[config.mk]
export PLATFORM = sky130hd
export DESIGN_NAME = base52_radix_encoder
export DESIGN_NICKNAME = d
export VERILOG_FILES = /design/src/b52enc_pkg.sv /design/src/b52enc_front.sv /design/src/b52enc_back.sv /design/src/base52_radix_encoder.sv
export SDC_FILE = /design/constraint.sdc
export NUM_CORES = 1
export LEC_CHECK = 0
export BUFFER_PORTS_ARGS = -buffer_cell sky130_fd_sc_hd__buf_2
export CAP_MARGIN = 5
export CORE_MARGIN = 2
export CORE_UTILIZATION = 39
export CTS_CLUSTER_DIAMETER = 120
export DETAILED_ROUTE_END_ITERATION = 8
export SETUP_SLACK_MARGIN = 0.05
export SLEW_MARGIN = 25
export SYNTH_ARGS = -nofsm -noshare
export SYNTH_HDL_FRONTEND = slang
export SYNTH_SLANG_ARGS = --single-unit
export TNS_END_PERCENT = 20
[constraint.sdc]
create_clock -name clk -period 15.8 [get_ports clk]
set_input_delay 4.74 -clock clk [delete_from_list [all_inputs] [get_ports clk]]
set_output_delay 4.74 -clock clk [all_outputs]
set_load 0.05 [all_outputs]
[src/b52enc_pkg.sv]
// Shared types, constants and helpers for the base-52 text encoder.
// Used by b52enc_front, b52enc_back and the top level base52_radix_encoder.
// No dependencies.
package b52enc_pkg;

  // Width of the converted value; bits above it are ignored.
  localparam int VALUE_BITS    = 64;
  localparam int RADIX         = 52;
  localparam int HALF_RADIX    = RADIX / 2;
  localparam int MAX_DIGITS    = 12;
  localparam int DIG_W         = 6;
  localparam int IDX_W         = $clog2(MAX_DIGITS);
  localparam int CNT_W         = $clog2(MAX_DIGITS + 1);
  localparam int BITS_PER_STEP = 4;
  localparam int STEPS         = (VALUE_BITS + BITS_PER_STEP - 1) / BITS_PER_STEP;
  localparam int PAD_BITS      = STEPS * BITS_PER_STEP;
  localparam int STEP_W        = (STEPS > 1) ? $clog2(STEPS) : 1;
  localparam int CHAR_W        = 7;
  localparam int QDEPTH        = 2;
  localparam int QPTR_W        = 1;
  localparam int QCNT_W        = 2;

  localparam logic [CHAR_W-1:0] CHAR_ZERO    = 7'd48;
  localparam logic [CHAR_W-1:0] CHAR_LOWER_A = 7'd97;
  localparam logic [CHAR_W-1:0] CHAR_UPPER_A = 7'd65;

  typedef struct packed {
    logic [VALUE_BITS-1:0] value;
    logic                  zero;
  } q_item_t;

  typedef struct packed {
    logic    valid;
    q_item_t item;
  } q_out_t;

  typedef enum logic [1:0] {
    BK_IDLE,
    BK_CONV,
    BK_EMIT
  } back_state_t;

  function automatic logic [CHAR_W-1:0] digit_to_ascii(input logic [DIG_W-1:0] d);
    logic [CHAR_W-1:0] dx;
    dx = {{(CHAR_W-DIG_W){1'b0}}, d};
    if (dx < CHAR_W'(HALF_RADIX)) begin
      digit_to_ascii = CHAR_LOWER_A + dx;
    end else begin
      digit_to_ascii = CHAR_UPPER_A + (dx - CHAR_W'(HALF_RADIX));
    end
  endfunction

endpackage

[src/b52enc_front.sv]
// Front end of the encoder: takes transactions, masks and classifies them
// (zero or not) and holds them in a two-entry queue for the back end.
// Depends on b52enc_pkg.
module b52enc_front (
  input  logic                             clk,
  input  logic                             rst_n,
  input  logic                             start,
  output logic                             busy,
  input  logic [63:0]                      in_value,
  input  logic                             pop,
  output b52enc_pkg::q_out_t               q_out
);

  b52enc_pkg::q_item_t                    entry_r [b52enc_pkg::QDEPTH];
  logic [b52enc_pkg::QPTR_W-1:0]          wr_ptr_r, wr_ptr_nxt;
  logic [b52enc_pkg::QPTR_W-1:0]          rd_ptr_r, rd_ptr_nxt;
  logic [b52enc_pkg::QCNT_W-1:0]          count_r, count_nxt;
  logic                                   push;
  logic                                   do_pop;
  b52enc_pkg::q_item_t                    new_item;

  assign busy = (count_r == b52enc_pkg::QCNT_W'(b52enc_pkg::QDEPTH));
  assign push = start && !busy;
  assign do_pop = pop && (count_r != '0);

  always_comb begin
    new_item.value = in_value[b52enc_pkg::VALUE_BITS-1:0];
    new_item.zero  = (in_value[b52enc_pkg::VALUE_BITS-1:0] == '0);
  end

  always_comb begin
    wr_ptr_nxt = push ? wr_ptr_r + 1'b1 : wr_ptr_r;
    rd_ptr_nxt = do_pop ? rd_ptr_r + 1'b1 : rd_ptr_r;
    count_nxt  = count_r;
    if (push && !do_pop) begin
      count_nxt = count_r + 1'b1;
    end else if (do_pop && !push) begin
      count_nxt = count_r - 1'b1;
    end
  end

  always_ff @(posedge clk) begin
    if (!rst_n) begin
      wr_ptr_r <= '0;
      rd_ptr_r <= '0;
      count_r  <= '0;
    end else begin
      wr_ptr_r <= wr_ptr_nxt;
      rd_ptr_r <= rd_ptr_nxt;
      count_r  <= count_nxt;
    end
  end

  always_ff @(posedge clk) begin
    if (push) begin
      entry_r[wr_ptr_r] <= new_item;
    end
  end

  assign q_out.valid = (count_r != '0);
  assign q_out.item  = entry_r[rd_ptr_r];

  a_count_bound: assert property (@(posedge clk) disable iff (!rst_n)
    count_r <= b52enc_pkg::QCNT_W'(b52enc_pkg::QDEPTH))
    else $error("queue count exceeds depth");

  a_ptr_gap: assert property (@(posedge clk) disable iff (!rst_n)
    (count_r == '0 || count_r == b52enc_pkg::QCNT_W'(b52enc_pkg::QDEPTH))
      |-> (wr_ptr_r == rd_ptr_r))
    else $error("queue pointers disagree with count");

endmodule

[src/b52enc_back.sv]
// Back end of the encoder: converts one queued value to base-52 digits with
// a row of doubling cells, four input bits a cycle, then emits the characters.
// Depends on b52enc_pkg.
module b52enc_back (
  input  logic                                 clk,
  input  logic                                 rst_n,
  input  b52enc_pkg::q_out_t                   q_out,
  output logic                                 pop,
  output logic                                 out_valid,
  output logic [b52enc_pkg::CHAR_W-1:0]        out_char_code,
  output logic                                 out_last
);

  b52enc_pkg::back_state_t                   state_r, state_nxt;
  logic [b52enc_pkg::PAD_BITS-1:0]           sh_r, sh_nxt;
  logic [b52enc_pkg::DIG_W-1:0]              cell_r [b52enc_pkg::MAX_DIGITS];
  logic [b52enc_pkg::DIG_W-1:0]              cell_nxt [b52enc_pkg::MAX_DIGITS];
  logic [b52enc_pkg::DIG_W-1:0]              conv_cell [b52enc_pkg::MAX_DIGITS];
  logic [b52enc_pkg::CNT_W-1:0]              n_r, n_nxt, conv_n;
  logic [b52enc_pkg::IDX_W-1:0]              em_r, em_nxt;
  logic [b52enc_pkg::STEP_W-1:0]             step_r, step_nxt;
  logic                                      zero_r, zero_nxt;

  // Each cell holds one base-52 digit. Shifting in a bit doubles the number;
  // a cell at or above half the radix wraps and sends a carry up, and that
  // carry does not depend on the carry coming in, so there is no ripple.
  always_comb begin
    logic [b52enc_pkg::DIG_W:0] dbl;
    logic                       cin;
    logic                       hi;
    for (int i = 0; i < b52enc_pkg::MAX_DIGITS; i++) begin
      conv_cell[i] = cell_r[i];
    end
    for (int k = 0; k < b52enc_pkg::BITS_PER_STEP; k++) begin
      cin = sh_r[b52enc_pkg::PAD_BITS-1-k];
      for (int i = 0; i < b52enc_pkg::MAX_DIGITS; i++) begin
        hi  = (conv_cell[i] >= b52enc_pkg::DIG_W'(b52enc_pkg::HALF_RADIX));
        dbl = {conv_cell[i], cin};
        if (hi) begin
          dbl = dbl - (b52enc_pkg::DIG_W+1)'(b52enc_pkg::RADIX);
        end
        conv_cell[i] = dbl[b52enc_pkg::DIG_W-1:0];
        cin = hi;
      end
    end
  end

  // Multiplying by 16 adds at most one digit, so only the cell just above
  // the current top needs a look.
  always_comb begin
    conv_n = n_r;
    if (n_r < b52enc_pkg::CNT_W'(b52enc_pkg::MAX_DIGITS)) begin
      if (conv_cell[n_r[b52enc_pkg::IDX_W-1:0]] != '0) begin
        conv_n = n_r + 1'b1;
      end
    end
  end

  // Next state.
  always_comb begin
    state_nxt = state_r;
    case (state_r)
      b52enc_pkg::BK_IDLE: begin
        if (q_out.valid) begin
          state_nxt = q_out.item.zero ? b52enc_pkg::BK_EMIT : b52enc_pkg::BK_CONV;
        end
      end
      b52enc_pkg::BK_CONV: begin
        if (step_r == '0) begin
          state_nxt = b52enc_pkg::BK_EMIT;
        end
      end
      b52enc_pkg::BK_EMIT: begin
        if (out_last) begin
          state_nxt = b52enc_pkg::BK_IDLE;
        end
      end
      default: state_nxt = b52enc_pkg::BK_IDLE;
    endcase
  end

  // Datapath updates and outputs.
  always_comb begin
    pop      = 1'b0;
    sh_nxt   = sh_r;
    n_nxt    = n_r;
    em_nxt   = em_r;
    step_nxt = step_r;
    zero_nxt = zero_r;
    for (int i = 0; i < b52enc_pkg::MAX_DIGITS; i++) begin
      cell_nxt[i] = cell_r[i];
    end
    out_valid     = 1'b0;
    out_char_code = b52enc_pkg::CHAR_ZERO;
    out_last      = 1'b0;
    case (state_r)
      b52enc_pkg::BK_IDLE: begin
        if (q_out.valid) begin
          pop      = 1'b1;
          sh_nxt   = b52enc_pkg::PAD_BITS'(q_out.item.value);
          zero_nxt = q_out.item.zero;
          n_nxt    = '0;
          em_nxt   = '0;
          step_nxt = b52enc_pkg::STEP_W'(b52enc_pkg::STEPS - 1);
          for (int i = 0; i < b52enc_pkg::MAX_DIGITS; i++) begin
            cell_nxt[i] = '0;
          end
        end
      end
      b52enc_pkg::BK_CONV: begin
        sh_nxt   = sh_r << b52enc_pkg::BITS_PER_STEP;
        step_nxt = step_r - 1'b1;
        n_nxt    = conv_n;
        em_nxt   = b52enc_pkg::IDX_W'(conv_n - 1'b1);
        for (int i = 0; i < b52enc_pkg::MAX_DIGITS; i++) begin
          cell_nxt[i] = conv_cell[i];
        end
      end
      b52enc_pkg::BK_EMIT: begin
        out_valid = 1'b1;
        if (zero_r) begin
          out_char_code = b52enc_pkg::CHAR_ZERO;
          out_last      = 1'b1;
        end else begin
          out_char_code = b52enc_pkg::digit_to_ascii(cell_r[em_r]);
          out_last      = (em_r == '0);
          em_nxt        = em_r - 1'b1;
        end
      end
      default: begin
      end
    endcase
  end

  always_ff @(posedge clk) begin
    if (!rst_n) begin
      state_r <= b52enc_pkg::BK_IDLE;
    end else begin
      state_r <= state_nxt;
    end
  end

  always_ff @(posedge clk) begin
    sh_r   <= sh_nxt;
    n_r    <= n_nxt;
    em_r   <= em_nxt;
    step_r <= step_nxt;
    zero_r <= zero_nxt;
    for (int i = 0; i < b52enc_pkg::MAX_DIGITS; i++) begin
      cell_r[i] <= cell_nxt[i];
    end
  end

  a_chars_contiguous: assert property (@(posedge clk) disable iff (!rst_n)
    out_valid && !out_last |=> out_valid)
    else $error("character stream broken before last");

  a_gap_after_last: assert property (@(posedge clk) disable iff (!rst_n)
    out_valid && out_last |=> !out_valid)
    else $error("strobe continued past last character");

  a_conv_not_zero: assert property (@(posedge clk) disable iff (!rst_n)
    state_r == b52enc_pkg::BK_CONV |-> !zero_r)
    else $error("zero value entered conversion");

  a_emit_in_range: assert property (@(posedge clk) disable iff (!rst_n)
    out_valid && !zero_r |-> (b52enc_pkg::CNT_W'(em_r) < n_r))
    else $error("emitted digit above the significant digits");

endmodule

[src/base52_radix_encoder.sv]
// Top level of the base-52 text encoder: front end with queue, back end.
// Depends on b52enc_pkg, b52enc_front and b52enc_back.
//
// Usage:
//   Input: drive in_value and raise start; the transaction is taken at a
//   rising edge where start is high and busy is low. The front end masks
//   the value to its configured width, flags zero and queues it (two deep).
//   Output: each character appears on out_char_code for one cycle with
//   out_valid high; out_last marks the final character of a value. Digits
//   come most significant first, 'a'..'z' then 'A'..'Z'; zero gives '0'.
//   Sequence: the back end takes a value from the queue when it is idle,
//   converts it four input bits a cycle through the digit cells, then
//   emits 1 to 12 characters, most significant first; a zero value skips
//   the conversion and gives one character. The back end takes no new
//   value until the last character of the current one is out. The queue
//   lets two values wait while the back end works.
//   Reset (rst_n low, synchronous) empties the queue and idles the back end.
//   The receiver cannot stall; every strobed character must be taken.
module base52_radix_encoder (
  input  logic                               clk,
  input  logic                               rst_n,
  input  logic                               start,
  output logic                               busy,
  input  logic [63:0]                        in_value,
  output logic                               out_valid,
  output logic [b52enc_pkg::CHAR_W-1:0]      out_char_code,
  output logic                               out_last
);

  b52enc_pkg::q_out_t q_out;
  logic               pop;

  b52enc_front u_front (
    .clk      (clk),
    .rst_n    (rst_n),
    .start    (start),
    .busy     (busy),
    .in_value (in_value),
    .pop      (pop),
    .q_out    (q_out)
  );

  b52enc_back u_back (
    .clk           (clk),
    .rst_n         (rst_n),
    .q_out         (q_out),
    .pop           (pop),
    .out_valid     (out_valid),
    .out_char_code (out_char_code),
    .out_last      (out_last)
  );

endmodule
**After elaboration in Yosys (flattened, before gate mapping)**

Memories as Yosys holds them, arrays and structs flattened. A register that Yosys moved wholly into a read port is not among the register bits.
Index checks and enable logic that the tools add are counted.

- Register bits: 83
- Bits in writable memories: 202
- Bits of input ports: 67
- Output and inout port bits: 10
- Word-level logic and storage cells: 232
- Memories: 2

- $add $sub $neg: 59
- Magnitude comparators: 51
- Eq/ne operators: 7
- Muxes and demuxes: 83
- Bitwise gates (word level): 1
- Reductions and logical operators: 20

Memory list:

| memory | words | bits a word | read ports | clocked after memory_dff | wr ports | RTL line | RTL |
|---|---|---|---|---|---|---|---|
| u_front.entry_r | 2 | 65 | 1 | 1 | 1 | b52enc_front.sv:14 | `b52enc_pkg::q_item_t entry_r [b52enc_pkg::QDEPTH];` |
| u_back.cell_r | 12 | 6 | 13 | 1 | 12 | b52enc_back.sv:16 | `logic [b52enc_pkg::DIG_W-1:0] cell_r [b52enc_pkg::MAX_DIGITS];` |

Operator list:

| kind | count |
|---|---|
| 2-to-1 mux 6 bit | 50 |
| greater-or-equal comparator 6 x 5 -> 1 bit (second input constant) | 48 |
| subtractor 6 bit (second input constant) | 48 |
| one-hot mux 72 bit (2 select lines) | 1 |
| one-hot mux 64 bit (2 select lines) | 1 |
| 2-to-1 mux 72 bit | 1 |
| logical NOT 64 bit | 1 |
| 2-to-1 mux 64 bit | 1 |
| binary-select mux 6 bit (select 4 bit) | 1 |
| 2-to-1 mux 4 bit | 6 |
| 2-to-1 mux 7 bit | 3 |
| one-hot mux 4 bit (2 select lines) | 2 |
| 2-to-1 mux 2 bit | 6 |
| one-hot mux 4 bit (3 select lines) | 1 |
| subtractor 4 x 1 -> 4 bit (second input constant) | 3 |
| 2-to-1 mux 1 bit | 9 |
| logical NOT 4 bit | 2 |
| adder 7 x 6 -> 7 bit (first input constant) | 1 |
| adder 7 bit (first input constant) | 1 |
| subtractor 6 x 5 -> 7 bit (second input constant) | 1 |
| less-than comparator 6 x 5 -> 1 bit (second input constant) | 1 |
| inequality test 2 bit (second input constant) | 3 |
| one-hot mux 2 bit (3 select lines) | 1 |
| AND reduction 3 bit | 2 |
| other kinds (17) | 27 |

**Depth between registers and ports, before layout**

Gate-level depths: netlist of run 1.
An unclocked memory read counts as a cell.

- Word-level depth: 22
- Gate-level depth with buffers: 26
- Mapped depth without buffers: 24

**Cells and area by module**

Synthesis of run 1 repeated with hierarchy kept, for this count alone.

- Cell total of the unflattened synthesis: 2146
- Area total of the unflattened synthesis: 21416.8 µm²

Modules (own cells, without submodules):

| module | instances | cells an instance | area each (µm²) | seq. area each (µm²) |
|---|---|---|---|---|
| b52enc_back | 1 | 1897 | 16344.4 | 4594.4 |
| b52enc_front | 1 | 249 | 5072.4 | 4003.8 |

**Worst setup path after synthesis of run 1**

No wires, ideal clock.

- Path kind: register to register
- Start point: register, netlist name u_back.state_r[1]
- End point: memory u_back.cell_r[0][0] (netlist bit) (enable)
- Library setup time: 846 ps
- Data arrival time: 11103 ps
- Data required time: 14954 ps
- Setup slack: 3851 ps
- Stages on the path, launching flop included: 7
- Buffers on the path: 2
- Period minus slack after synthesis: 11949 ps
- Cells stage by stage: dfxtp_1 -> inv_1 -> ha_1 -> clkbuf_1 -> inv_1 -> clkbuf_1 -> o21ai_0

RTL lines:

| what | RTL line |
|---|---|
| end, declared | b52enc_back.sv:16 |

==> results of run 1 <==
## logic make-up (layout without fill, tap and decap cells)
logic type	count (synthesis)	after routing	synth area share, %
muxes	147	147	8.43
xor gates and xnor gates	41	41	1.72
DFF	290	290	41.1
buffers and inverters	235	234	4.57
adders and majority gates	43	43	2.57
and+or+nand+nor	715	715	17.1
AOI/OAI and AO/OA	751	751	24.5
## synthesized netlist by cell type (all sizes together) (9+ instances only)
cell	number	area [um2]
a311o	11	110
nor2b	29	181
o22ai	14	87.6
nand3	58	290
nand2	198	746
inv	77	289
a22o	9	78.8
a22oi	15	113
nor3b	13	97.6
o21ai	190	951
nor3	54	270
mux4	19	428
or2	12	75.1
mux2i	105	1080
o21a	29	219
and3	20	125
a21o	40	300
a211o	10	87.6
xor2	14	123
ha	43	538
or3b	10	87.6
mux2	23	259
a211oi	28	215
clkbuf	106	400
o311ai	9	86.3
dfxtp	11	220
edfxtp	279	8380
nand2b	36	225
a31oi	28	175
and2	32	208
o211a	17	170
or3	13	81.3
a2111oi	9	87.6
nor2	154	578
a311oi	30	263
o31ai	12	104
nand4	23	144
nor4	29	181
xnor2	27	236
buf	48	251
o211ai	54	424
a21oi	149	753
## per-layer routing
layer	GRT usage, %	up-vias	wire [um]
met1	27.5	8691	25300
met3	1.98	67	3180
met5	0	-	0
li1	-	8542	-
met4	4.48	0	1130
met2	32.7	521	26800
## final timing paths
kind | slack [ns] | to | cells past startpoint
max | 7.11 | out_char_code[3] | 11
min | 0.52 | u_back.sh_r[50] | 2
min reg2reg | 0.52 | u_back.sh_r[50] | 2
max reg2reg | 9.87 | u_back.em_r[2] | 20
## registers in the layout, summed over array words and instances (netlist names), 2 cells and up, named ones only
name,flops
u_back.sh_r,64
u_back.state_r,2
u_front.count_r,2
u_back.n_r,4
u_back.em_r,4
u_back.cell_r,72
u_front.entry_r,130
u_back.step_r,4
## cells in the final DEF (no fill, tap or decap), types with 31 or more instances in the layout
cell         n
a21o_1      40
a21oi_1    146
buf_2       76
clkbuf_16   31
edfxtp_1   279
ha_1        42
inv_1       74
mux2i_1    102
nand2_1    197
nand2b_1    36
nand3_1     58
nor2_1     153
nor3_1      54
o211ai_1    52
o21ai_0    159
## layout make-up
class | instances | area (um2) | share of cell area [%]
clock buffer | 41 | 813 | 3.58
clock inverter | 17 | 155 | 0.684
inverter | 81 | 304 | 1.34
multi-input combinational | 1697 | 11400 | 50.3
sequential | 290 | 8600 | 37.9
tap | 688 | 861 | 3.79
timing repair buffer | 95 | 531 | 2.34
## per-stage QoR
step | cell area (um2) | worst slack, ns | std cells
2_1_floorplan | 20900 | 3.85 | 2222
3_3_place_gp | 21700 | 7.35 | 2851
3_5_place_dp | 21700 | 7.70 | 2851
4_1_cts | 22700 | 7.06 | 2909
5_1_grt | 22700 | 6.77 | 2909
6_report | 22700 | 7.11 | 2909
## worst max-delay path: stages, from the launching register on
cell,delay (ns)
dfxtp_2,0.75
mux4_2,0.58
mux2i_1,0.28
nor2_1,0.07
a21oi_1,0.40
and2_1,0.26
o31ai_1,0.19
nor2b_1,0.21
o22ai_1,0.16
xnor2_1,0.08
nor2_1,0.09
buf_2,0.27
==> flow_summary.ini, run 1 <==
[outcome]
outcome = completed

[worst_setup_path]
r2r-start = u_back.cell_r[4][1]
crit_type = reg -> out
critPathRequiredTime_ns = 11.06
endpoint_kind = primary output
critPathArrivalTime_ns = 3.95
crit_path_start_kind = register
crit_fanout = 18

[clock_tree]
cts_buffers = 31
cts_tree = done
clk_path_buf_depth = 3
clkSlewWorstSetupHoldPaths_ns = 0.06
holdBufCountCts = 0
cts_resized = 0
htree_levels = 1
post_cts_buffers = 0
cts_root_buffer = clkbuf_16
clock_sinks = 290
insertion_delay_ns = 0.59

[logic_synthesis]
synth-edff-count = 279
syn_area_mm2 = 0.0209
synthDistinctLibCells = 104
synth_nets = 2332
yosys_warnings = 0
syn_inst = 2222
ys.flop_type = edfxtp_1
synthArstFlopShare_pct = 0
synth-seq-area-share_pct = 41.1
synth_seq_cells = 290
avgSynthCellArea_um2 = 9.42

[final_layout]
fin_util_pct = 43.0
drive_above_1_share_pct = 10.6
n_antenna_cell = 0
layout.nets = 2306
num-fill-cells = 5098
area_growth_syn_to_layout_pct = 8.44

[die]
die-area_mm2 = 0.0555
row_count = 84
start_util_pct = 39.7
die_h_um = 236
ios = 77
core_area_mm2 = 0.0528
die_x_um = 236

[placement]
dp_hpwl_mm = 39.6
routabilityCongestion = 0.860
io_buffers = 76

[sta]
hold_ws_ns = 0.519
setup_viol = 0
finClkSkew_ns = 0.0303
tns_ns = 0
drv_slew = 0
maxSlewHeadroom_pct = 28.6
timing.final.crit_period_ns = 8.69
rsz0062_at_grt = no
worst_pin_slew_ns = 1.07
fin_crit_sh_pct = 55.0
hold_viol = 0
max_freq_ghz = 0.115

[grt]
gr-total-overflow = 0
grt_antenna_before_repair = 0
first_global_vias = 16500
grt_use_total_pct = 19.6
grt_pass1_wl_mm = 90.3
grt_max_degree = 113

[detailed_routing]
route.detailed.drc = 0
drt_iter0_markers = 1749
antenna_left = 0
viasPerCell = 6.13
wirelength_mm = 56.4
vias = 17800
first_pass_iters = 7
wl_per_cell_um = 19.4

[min_path]
min_from = u_back.sh_r[46]
hold_path_class = reg -> reg

[job]
cap_violations = 0
Power of run 1 is not shown: default switching activity piles up to over one toggle a cycle in this logic, so the estimate is an artifact.
==> inputs of run 2 (changes only) <==
clock period = 8.48 ns   (was 15.8 ns; I/O delays follow)
==> run 2 against run 1 <==
First-iteration DRC count decreased by 7.3%; global-route usage decreased by 0.24 points; cell area increased by 0.92%; sequential share of layout area decreased by 0.35 points.
==> flow_summary.ini, run 2 (synthesis results as in run 1) <==
[outcome]
outcome = completed

[die]
die-area_mm2 = 0.0555
die_h_um = 236
core_area_mm2 = 0.0528
ios = 77
die_x_um = 236
row_count = 84
start_util_pct = 39.7

[min_path]
holdPathStages = 2
min_from = u_back.sh_r[48]
hold_path_class = reg -> reg
min_delay_worst_endpoint = u_back.sh_r[52]

[final_layout]
drive_above_1_share_pct = 10.7
largest_register_ff_count = 130
area_growth_syn_to_layout_pct = 9.44
final_common_cell = edfxtp_1
final_cell_mix = edfxtp_1 (279), nand2_1 (197), o21ai_0 (159)
largest_register = u_front.entry_r
final_cells = 2916
reg_top3 = u_front.entry_r x130, u_back.cell_r x72, u_back.sh_r x64
layout.nets = 2309
num-fill-cells = 5027

[clock_tree]
clk_path_buf_depth = 3
insertion_delay_ns = 0.55
post_cts_buffers = 0
cts_buffers = 35
cts_tree = done
clkSlewWorstSetupHoldPaths_ns = 0.06
cts_resized = 0
htree_levels = 2
clock_sinks = 290
holdBufCountCts = 0
cts_root_buffer = clkbuf_16

[worst_setup_path]
crit_path_start_kind = register
critPathArrivalTime_ns = 3.93
r2r-end = u_back.em_r[2]
reg2reg_slack_ns = 2.54
cpLargestDelayFamily = multiplexers
cpMostUsedCell = nor2_1
r2r_cells = 24
endpoint_kind = primary output
cp_slowest_cell = dfxtp_1
crit_type = reg -> out
crit_fanout = 12
cp_slowest_stage_delay_ns = 0.75
r2r-start = u_back.cell_r[9][1]
path_buf_inv = 1
crit_path_cell_trace = mux4_2 -> mux2i_1 -> nor2_1 -> a21oi_1 -> and2_1 -> o31ai_1 -> nor2b_1 -> o22ai_1 -> xnor2_1 -> nor2_1 -> buf_2
critPathRequiredTime_ns = 5.94

[placement]
place_inst = 2850
io_buffers = 76
routabilityCongestion = 0.883
dp_hpwl_mm = 38.8

[grt]
first_global_vias = 16600
grt_antenna_before_repair = 3
grt_use_total_pct = 19.4
grt_max_degree = 145
gr-total-overflow = 0
grt_pass1_wl_mm = 88.6

[detailed_routing]
wl_per_cell_um = 19.1
first_pass_iters = 5
route.detailed.drc = 0
viasPerCell = 6.14
wirelength_mm = 55.8
drt_iter0_markers = 1622
antenna_left = 0
vias = 17900

[sta]
fin_crit_sh_pct = 76.4
timing.final.crit_period_ns = 6.48
drv_slew = 0
setup_viol = 0
rsz0062_at_grt = no
finClkSkew_ns = 0.0286
tns_ns = 0
hold_viol = 0
worst_pin_slew_ns = 1.06
maxSlewHeadroom_pct = 29.2
max_freq_ghz = 0.154

[job]
cap_violations = 0
run 2: cell types whose count changed in the layout (fill, tap and decap cells not counted), sizes merged:
cell,previous run,this run
clkinv,15,20
diode,0,2
clkbuf,41,37
bufinv,2,5
clkinvlp,2,3
buf,95,94
inv,79,80
run 2: worst max-delay path by stage:
| stage | depth (start not counted) | to | start |
|---|---|---|---|
| after detailed placement | 11 | out_char_code[3] | register |
| final | 11 | out_char_code[3] | register |
| after global placement | 11 | out_char_code[3] | register |
| after CTS | 11 | out_char_code[3] | register |
| after floorplan | 6 | u_back.cell_r[0][0] | u_back.state_r[1] |
| after global routing | 11 | out_char_code[3] | register |
run 2: through the flow:
| step | setup slack [ns] | instance area (um2) | hold slack, ns | util (%) |
|---|---|---|---|---|
| detailed placement | 2.62 | 21700 | 0.513 | 41.1 |
| global route | 1.79 | 22900 | 0.547 | 43.4 |
| CTS | 2.03 | 22900 | 0.525 | 43.4 |
| global placement | 2.73 | 21700 | 0.501 | 41.1 |
| finish | 2.00 | 22900 | 0.521 | 43.4 |
| floorplan | 0.429 | 20900 | 0.475 | - |
run 2: area by class of cell:
class / count / area [um2] / share of cell area (%)
Clock inverter: 27 / 305 / 1.33
Timing Repair Buffer: 94 / 528 / 2.31
Sequential cell: 290 / 8600 / 37.6
Tap cell: 688 / 861 / 3.76
Multi-Input combinational cell: 1697 / 11400 / 49.8
Antenna cell: 2 / 5.00 / 0.0219
Clock buffer: 37 / 883 / 3.86
Inverter: 81 / 304 / 1.33
run 2: worst min-delay path, delay by kind of cell, from the launching register on:
kind	cells	cell delay (ns)
flip-flops	1	0.31
AO/OA/AOI/OAI	1	0.06
AND/OR/NAND/NOR	1	0.05
run 2: routing by layer:
layer / wire (um) / global-route usage, % / up-vias
li1: - / - / 8555
met4: 1530 / 6.02 / 2
met1: 25000 / 26.4 / 8674
met5: 13 / 0 / -
met2: 26100 / 31.8 / 572
met3: 3210 / 2.90 / 101
Power of run 2 is left out for the same reason.
==> inputs of run 3 (changes only) <==
clock period = 6.01 ns   (was 8.48 ns; I/O delays follow)
==> run 3 against run 2 <==
Setup slack worse by 1.7 ns; utilization about the same; cell count rose by 0.58%; global-route usage down 0.20 points; flip-flop and latch count unchanged; cell area about the same; largest cell class unchanged; register-to-register slack worse by 2.0 ns; highest routed layer is now met4; hold slack improved by 0.00092 ns; die area did not move; critical path type unchanged; clock skew decreased by 0.0060 ns.
==> flow_summary.ini, run 3 (synthesis results as in run 1) <==
[outcome]
outcome = completed

[final_layout]
fin_area_mm2 = 0.0229
drive_above_1_share_pct = 11.9
reg_top3 = u_front.entry_r x130, u_back.cell_r x72, u_back.sh_r x64
final_cell_mix = edfxtp_1 (279), nand2_1 (197), o21ai_0 (159)
largest_register_ff_count = 130
n_antenna_cell = 0
final_common_cell = edfxtp_1
layout.nets = 2330
largest_register = u_front.entry_r
area_growth_syn_to_layout_pct = 9.36

[worst_setup_path]
crit_type = reg -> out
endpoint_kind = primary output
critPathRequiredTime_ns = 4.21
r2r_cells = 23
cpLargestDelayFamily = multiplexers
critPathArrivalTime_ns = 3.88
crit_fanout = 11
cp_slowest_cell = dfxtp_2
crit_cells = 11
crit_path_cell_trace = mux4_2 -> mux2i_1 -> nor2_1 -> a21oi_1 -> and2_1 -> o31ai_1 -> nor2b_1 -> o22ai_1 -> xnor2_1 -> nor2_1 -> buf_2
crit_path_start_kind = register
cpMostUsedCell = nor2_1
path_buf_inv = 1
cp_slowest_stage_delay_ns = 0.61

[detailed_routing]
drt_iter0_markers = 1595
first_pass_iters = 6
route.detailed.drc = 0
wirelength_mm = 55.7
viasPerCell = 6.10
wl_per_cell_um = 19.0
vias = 17900
antenna_left = 0

[grt]
grt_max_degree = 97
grt_antenna_before_repair = 0
grt_use_total_pct = 19.2
grt_pass1_wl_mm = 88.4
first_global_vias = 16300
gr-total-overflow = 0

[min_path]
holdPathStages = 2
hold_path_class = reg -> reg

[sta]
finClkSkew_ns = 0.0226
fin_crit_sh_pct = 94.5
worst_pin_slew_ns = 1.09
tns_ns = 0
rsz0062_at_grt = no
timing.final.ws_setup_ns = 0.331
setup_viol = 0
timing.final.crit_period_ns = 5.68
hold_viol = 0
max_freq_ghz = 0.176
drv_slew = 0
maxSlewHeadroom_pct = 27.6

[clock_tree]
cts_tree = done
clk_path_buf_depth = 3
cts_root_buffer = clkbuf_16
cts_buffers = 31
insertion_delay_ns = 0.60
cts_resized = 2
holdBufCountCts = 0
clock_sinks = 290
post_cts_buffers = 0
clkSlewWorstSetupHoldPaths_ns = 0.06
htree_levels = 1

[placement]
postPlaceCellArea_mm2 = 0.0219
place_ws_ns = 0.455
io_buffers = 76
routabilityCongestion = 0.855
dp_hpwl_mm = 39.5

[die]
die-area_mm2 = 0.0555
start_util_pct = 39.7
die_h_um = 236
core_area_mm2 = 0.0528
row_count = 84
die_x_um = 236
ios = 77

[job]
cap_violations = 0
## run 3: cell count changes in the layout (fill, tap and decap cells not counted), sizes merged
cell / previous run / this run
clkinvlp: 3 / 6
clkinv: 20 / 17
diode: 2 / 0
bufinv: 5 / 1
inv: 80 / 78
buf: 94 / 119
## run 3: tightest hold or removal path, stage by stage, from the launching register on
cell and delay (ns):
edfxtp_1 0.32, nand2_1 0.04, o21ai_0 0.05
## run 3: layout make-up
class	count	area, um2
Sequential cell	290	8600
Clock buffer	37	828
Inverter	81	304
Clock inverter	21	165
Multi-Input combinational cell	1697	11400
Timing Repair Buffer	119	701
Tap cell	688	861
Fill cell	5049	29900
## run 3: metrics by stage
step                      hold WS [ns]  utilization (%)  cells
after floorplan                  0.475                -   2222
after global placement           0.493             41.4   2874
after detailed placement         0.512             41.4   2874
after CTS                        0.527             43.3   2932
after global routing             0.555             43.4   2933
final                            0.522             43.4   2933
## run 3: path summary, 6_finish.rpt
| check | end | start | slack [ns] |
|---|---|---|---|
| setup / recovery | out_char_code[3] | register | 0.33 |
| hold / removal | u_back.sh_r[54] | u_back.sh_r[50] | 0.52 |
| setup reg to reg | u_back.em_r[2] | u_back.cell_r[9][1] | 0.50 |
| hold reg to reg | u_back.sh_r[54] | u_back.sh_r[50] | 0.52 |
## run 3: metal layers
layer,GRT usage [%],vias up,wire [um]
met1,26.3,8669,24700
met5,0,-,0
met2,32.4,545,26700
met3,2.29,75,3270
met4,4.30,0,1080
li1,-,8596,-
Power of run 3 is left out for the same reason.
